## src/hw/rtl/pwau_pkg.sv

```systemverilog
// ----------------------------------------------------------------------------
// pwau_pkg
// Shared types and constants of the soft-PLC word arithmetic unit: opcodes,
// field widths, saturation limits and the controller/datapath interface.
// ----------------------------------------------------------------------------
package pwau_pkg;

  localparam int WORDS_DEF = 1024;
  localparam int OPC_W     = 4;
  localparam int ADDR_W    = 10;
  localparam int WORD_W    = 16;
  localparam int RES_W     = 32;
  localparam int WIDE_W    = 34;

  typedef enum logic [OPC_W-1:0] {
    OP_ADD16   = 4'd0,
    OP_ADDS16  = 4'd1,
    OP_SUB16   = 4'd2,
    OP_SUBS16  = 4'd3,
    OP_MUL16   = 4'd4,
    OP_MULS16  = 4'd5,
    OP_ADD32   = 4'd6,
    OP_ADDS32  = 4'd7,
    OP_ADDS32D = 4'd8,
    OP_SUB32   = 4'd9,
    OP_MUL32   = 4'd10,
    OP_WRITE   = 4'd11,
    OP_READ    = 4'd12
  } op_t;

  localparam logic signed [WIDE_W-1:0] S16_MAX = 34'sd32767;
  localparam logic signed [WIDE_W-1:0] S16_MIN = -34'sd32768;
  localparam logic signed [WIDE_W-1:0] S32_MAX = 34'sd2147483647;
  localparam logic signed [WIDE_W-1:0] S32_MIN = -34'sd2147483648;

  // controller to datapath
  typedef struct packed {
    logic load_item;
    logic rd_a;
    logic rd_b;
    logic cap_a;
    logic exec;
    logic fin;
    logic wr_lo;
    logic wr_hi;
    logic load_out;
  } cmd_t;

  // datapath to controller
  typedef struct packed {
    logic is_pair;
    logic has_write;
    logic out_busy;
  } status_t;

endpackage

```

## src/hw/rtl/pwau_ctrl.sv

```systemverilog
// ----------------------------------------------------------------------------
// pwau_ctrl
// Sequencer of the word arithmetic unit: steps one word through read,
// execute, finish, write-back and output load.
// ----------------------------------------------------------------------------
module pwau_ctrl (
  input  logic              clk,
  input  logic              rst_n,
  input  logic              in_valid,
  output logic              in_stall,
  input  pwau_pkg::status_t status,
  output pwau_pkg::cmd_t    cmd
);
  import pwau_pkg::*;

  typedef enum logic [2:0] {
    S_IDLE,
    S_RDA,
    S_RDB,
    S_EXEC,
    S_FIN,
    S_WLO,
    S_WHI,
    S_LOAD
  } state_t;

  state_t state_r;
  state_t state_nxt;

  always_comb begin
    cmd       = '0;
    state_nxt = state_r;
    case (state_r)
      S_IDLE: begin
        if (in_valid) begin
          cmd.load_item = 1'b1;
          state_nxt     = S_RDA;
        end
      end
      S_RDA: begin
        cmd.rd_a  = 1'b1;
        state_nxt = S_RDB;
      end
      S_RDB: begin
        cmd.rd_b  = 1'b1;
        cmd.cap_a = 1'b1;
        state_nxt = S_EXEC;
      end
      S_EXEC: begin
        cmd.exec  = 1'b1;
        state_nxt = S_FIN;
      end
      S_FIN: begin
        cmd.fin   = 1'b1;
        state_nxt = status.has_write ? S_WLO : S_LOAD;
      end
      S_WLO: begin
        cmd.wr_lo = 1'b1;
        state_nxt = status.is_pair ? S_WHI : S_LOAD;
      end
      S_WHI: begin
        cmd.wr_hi = 1'b1;
        state_nxt = S_LOAD;
      end
      S_LOAD: begin
        // wait until the output register is free or being taken
        if (!status.out_busy) begin
          cmd.load_out = 1'b1;
          state_nxt    = S_IDLE;
        end
      end
      default: begin
        state_nxt = S_IDLE;
      end
    endcase
  end

  assign in_stall = (state_r != S_IDLE);

  always_ff @(posedge clk) begin
    if (!rst_n) begin
      state_r <= S_IDLE;
    end else begin
      state_r <= state_nxt;
    end
  end

endmodule

```

## config.mk

```make
export PLATFORM = sky130hd
export DESIGN_NAME = pwau_ctrl
export DESIGN_NICKNAME = d
export VERILOG_FILES = /design/src/hw/rtl/pwau_pkg.sv /design/src/hw/rtl/pwau_ctrl.sv
export SDC_FILE = /design/constraint.sdc
export NUM_CORES = 1
export LEC_CHECK = 0
export BUFFER_PORTS_ARGS = -buffer_cell sky130_fd_sc_hd__buf_4
export CORE_AREA = 4 4 41 43
export CTS_CLUSTER_SIZE = 25
export DETAILED_ROUTE_END_ITERATION = 7
export DIE_AREA = 0 0 45 47
export PLACE_DENSITY = 0.42
export SETUP_SLACK_MARGIN = 0.4
export SLEW_MARGIN = 25
export SYNTH_ARGS = -nofsm -noshare
export SYNTH_HDL_FRONTEND = slang
export SYNTH_SLANG_ARGS = --single-unit
```

## constraint.sdc

```tcl
create_clock -name clk -period 1 [get_ports clk]
set_input_delay 0 -clock clk [delete_from_list [all_inputs] [get_ports clk]]
set_output_delay 0 -clock clk [all_outputs]
set_load 0.005 [all_outputs]
```

# Word level (Yosys, flattened, before mapping)
# Cells that the tools add are included.
[word_totals]
register_bits = 3
elab_cells = 28
[classes]
n_eq_ne = 9
mux = 15
reduce_logical = 3
[ops]
columns = ["operator", "n"]
rows = [
  ["$pmux 3 s8", 1],
  ["$eq 3x3->1 const B", 4],
  ["$mux 1", 10],
  ["$eq 3x2->1 const B", 2],
  ["$mux 3", 2],
  ["$mux 2", 2],
  ["$ne 2x2->1 const B", 2],
  ["$eq 3x1->1 const B", 1],
  ["$logic_not 3->1", 1],
  ["$reduce_bool 3->1", 1],
  ["$reduce_and 2->1", 1],
]

# Longest topological paths before layout
[logic_depth]
ltp_word = 3
ltp_mapped = 4

# Worst setup path after synthesis
# Ideal clock, no wire load.
[synth_path]
kind = "reg2reg"
from = "reg state_r[2]"
to = "reg state_r[2]"
setup_time_ns = 0.131
t_arrival_ns = 0.800
path_slack_ns = 0.069
stages_incl_launch_ff = 4
cell_sequence = "dfxtp_1 -> buf_4 -> nor3b_1 -> nor3b_1"
[synth_between]
elab_chain_cells = 3
word_cells_on_any_way = 12
cone_classes = "9 x eq/ne; 1 x mux; 2 x reduce/logical"
[synth_rtl]
columns = ["element", "line", "source"]
rows = [
  ["start, declared", "pwau_ctrl.sv:27", "state_t state_r;"],
  ["start signal, assigned", "pwau_ctrl.sv:84", "state_r <= state_nxt;"],
  ["$eq 3x3->1 or $logic_not 3->1 (tied branches)", "pwau_ctrl.sv:33", "case (state_r)"],
  ["$ne 2x2->1 (no source line)", "-", ""],
  ["$reduce_and 2->1 (no source line)", "-", ""],
]
# Several ways; a longest one is shown, not always the timed one.
# A chain may end at the register's enable or synchronous reset.

==> flow_metrics.env <==
export IMPL_ant_nets=0
export IMPL_grt_max_degree=8
export IMPL_area_growth_pct=99.5
export IMPL_maxSlewViolCount=0
export IMPL_diodes=0
export IMPL_drive_above_1_share=0.745
export IMPL_sw_frac_of_total=0.287
export IMPL_async_flop_share=0
export IMPL_utilization=0.368
export IMPL_drc=0
export IMPL_syn_inst=29
export IMPL_cts_hold_buffers=0
export IMPL_ys_flop_type="dfxtp_1"
export IMPL_seqPwrFrac=0.247
export IMPL_chipHeight_um=47
export IMPL_min_period_ps=1130
export IMPL_leakagePower_nw=0.244
export IMPL_rows=13
export IMPL_wirelength_um=732
export IMPL_fillCellCount=134
export IMPL_cts_tree="done"
export IMPL_syn_nets=35
export IMPL_cts_max_level=1
export IMPL_worstSetupStartpointType="flip-flop"
export IMPL_drt_initial_drc_count=1
export IMPL_viasPerCell=4.33
export IMPL_cp_required_ps=1000
export IMPL_top_regs="state_r x3"
export IMPL_worstSetupPathType="flip-flop to primary output"
export IMPL_finClkSkew_ps=3.27
export IMPL_worstSkewPairLatency_ps=230
export IMPL_peakVddDrop_mv=0.654
export IMPL_boundaryPins=16
export IMPL_ys_ff_latch=3
export IMPL_fin_ws_ps=-130
export IMPL_vias=286
export IMPL_timing_max_cap_violations=0
export IMPL_dieArea_um2=2120
export IMPL_critPathMaxFanout=5
export IMPL_cts_root_buf="clkbuf_4"
export IMPL_ys_seq_area_frac=0.250
export IMPL_grt_pass1_vias=275
export IMPL_post_route_period_util=1.13
export IMPL_io_buffer_count=15
export IMPL_setup_violations=10
export IMPL_top_register="state_r"
export IMPL_drtPass1Iterations=2
export IMPL_cts_buffers_inserted=3
export IMPL_yosys_warnings=0
export IMPL_die_w_um=45
export IMPL_dpl_worst_slack_ps=4.87
export IMPL_tightest_slew_ps=189
export IMPL_power_share_clock=0.342
export IMPL_rsz0062_at_grt="true"
export IMPL_synth_area_leader_cell="dfxtp_1"
export IMPL_antenna_found_initial=0
export IMPL_p_switching_mw=0.179
export IMPL_fmax_ghz=0.885
export IMPL_ys_types=16
export IMPL_outcome="complete, but fails checks"
export IMPL_ys_top_cells_by_area="dfxtp_1, nor3b_1, buf_4, and3b_2, nor2_1"
export IMPL_cts_sinks=3
export IMPL_grtUsageTotal=0.0790
export IMPL_synth_common_cells="nor3b_1, nor2_1, buf_4, dfxtp_1"
export IMPL_coreArea_um2=1300
export IMPL_fin_nets=58
export IMPL_grt_overflow_total=0
export IMPL_synth_edf_count=0
export IMPL_hp_class="input port to flip-flop"
export IMPL_clockBufferDepth=2
export IMPL_avgSynthCellArea_um2=8.28
export IMPL_arrival_ps=1130
export IMPL_wl_per_cell_um=11.1
export IMPL_largest_reg_flops=3
export IMPL_failed_checks="setup timing"
export IMPL_end_kind="primary output"
export IMPL_hold_violations=0
export IMPL_gp_congestion=0.807
export IMPL_grt_pass1_wl_mm=1.11
export IMPL_initial_core_util=0.185
export IMPL_hold_slack_ps=18.3
export IMPL_p_per_area_nw_per_um2=1300
export IMPL_power_frac_comb=0.411
export IMPL_synthesis_area_um2=240
export IMPL_max_slew_margin_rel=0.874
export IMPL_yosysMostFrequentCell="nor3b_1"
export IMPL_path_clk_slew_ps=40
export IMPL_yosysTopAreaCellShare=0.250
export IMPL_p_int_mw=0.443
==> worst max-delay path, stage by stage (launching register included) <==
cell	delay (ps)
dfxtp_2	330
or3_4	390
nor2_2	80
buf_4	110
==> cells by family after synthesis <==
| group | after synthesis | share of synthesized area |
|---|---|---|
| AO/OA/AOI/OAI | 5 | 0.151 |
| buffers and inverters | 5 | 0.156 |
| flip-flops | 3 | 0.250 |
| AND/OR/NAND/NOR | 16 | 0.443 |
==> metrics by stage <==
| step | setup TNS (ps) | cell area (um2) | total power, mW | std cells |
|---|---|---|---|---|
| floorplan | 0 | 262 | 0.283 | 29 |
| global placement | 0 | 382 | 0.363 | 58 |
| detailed placement | 0 | 382 | 0.365 | 58 |
| CTS | -643 | 458 | 0.626 | 64 |
| global route | -1230 | 479 | 0.664 | 66 |
| finish | -537 | 479 | 0.622 | 66 |
==> final timing paths <==
path | from | to | slack (ps) | cells past startpoint
setup / recovery | state_r[0] | cmd[8] | -130 | 3
hold / removal | rst_n | state_r[1] | 20 | 2
setup reg to reg | state_r[2] | state_r[2] | -10 | 4
hold reg to reg | state_r[0] | state_r[0] | 590 | 2
==> layout by cell type (no fill, tap or decap) <==
| cell type | instances |
|---|---|
| buf_4 | 18 |
| nor2_1 | 4 |
| buf_6 | 4 |
| nor3b_2 | 3 |
| clkbuf_4 | 3 |
| nor3b_4 | 2 |
| and3b_2 | 2 |
| nand2_1 | 2 |
| dfxtp_2 | 2 |
| or3_4 | 1 |
| inv_1 | 1 |
| nor2_2 | 1 |
| o211ai_1 | 1 |
| o211a_1 | 1 |
| o21ai_1 | 1 |
| and3b_1 | 1 |
| a31o_1 | 1 |
| a21oi_2 | 1 |
| clkbuf_1 | 1 |
| dfxtp_4 | 1 |
==> per-layer routing <==
layer,global-route usage,part of all wire,wire [um],up-vias
met4,0.123,0.049,36,0
met3,0.0153,0.074,54,4
met5,0,0,0,-
met1,0.0659,0.31,224,126
met2,0.130,0.57,417,12
li1,-,-,-,144
==> power by group through the flow <==
stage	combinational (mW)	sequential [mW]	clock, mW
after floorplan	0.138	0.145	0
after global placement	0.209	0.154	0
after detailed placement	0.212	0.153	0
after CTS	0.246	0.154	0.227
after global routing	0.277	0.159	0.228
final	0.255	0.154	0.213
==> area by class of cell <==
type	count	area (um2)	area share
flip-flops and latches	3	66.3	0.138
multi-input cells	21	184	0.384
repair buffers	22	180	0.376
clock buffers	4	26.3	0.0548
inverters	1	3.75	0.00783
well taps	15	18.8	0.0392
==> what timing repair did <==
action,CTS,global route
pin swaps,5,1
buffers inserted,2,2
endpoints found under the setup margin,13,13
resized for setup,12,1
No activity file was read; power rests on OpenSTA's default activity.
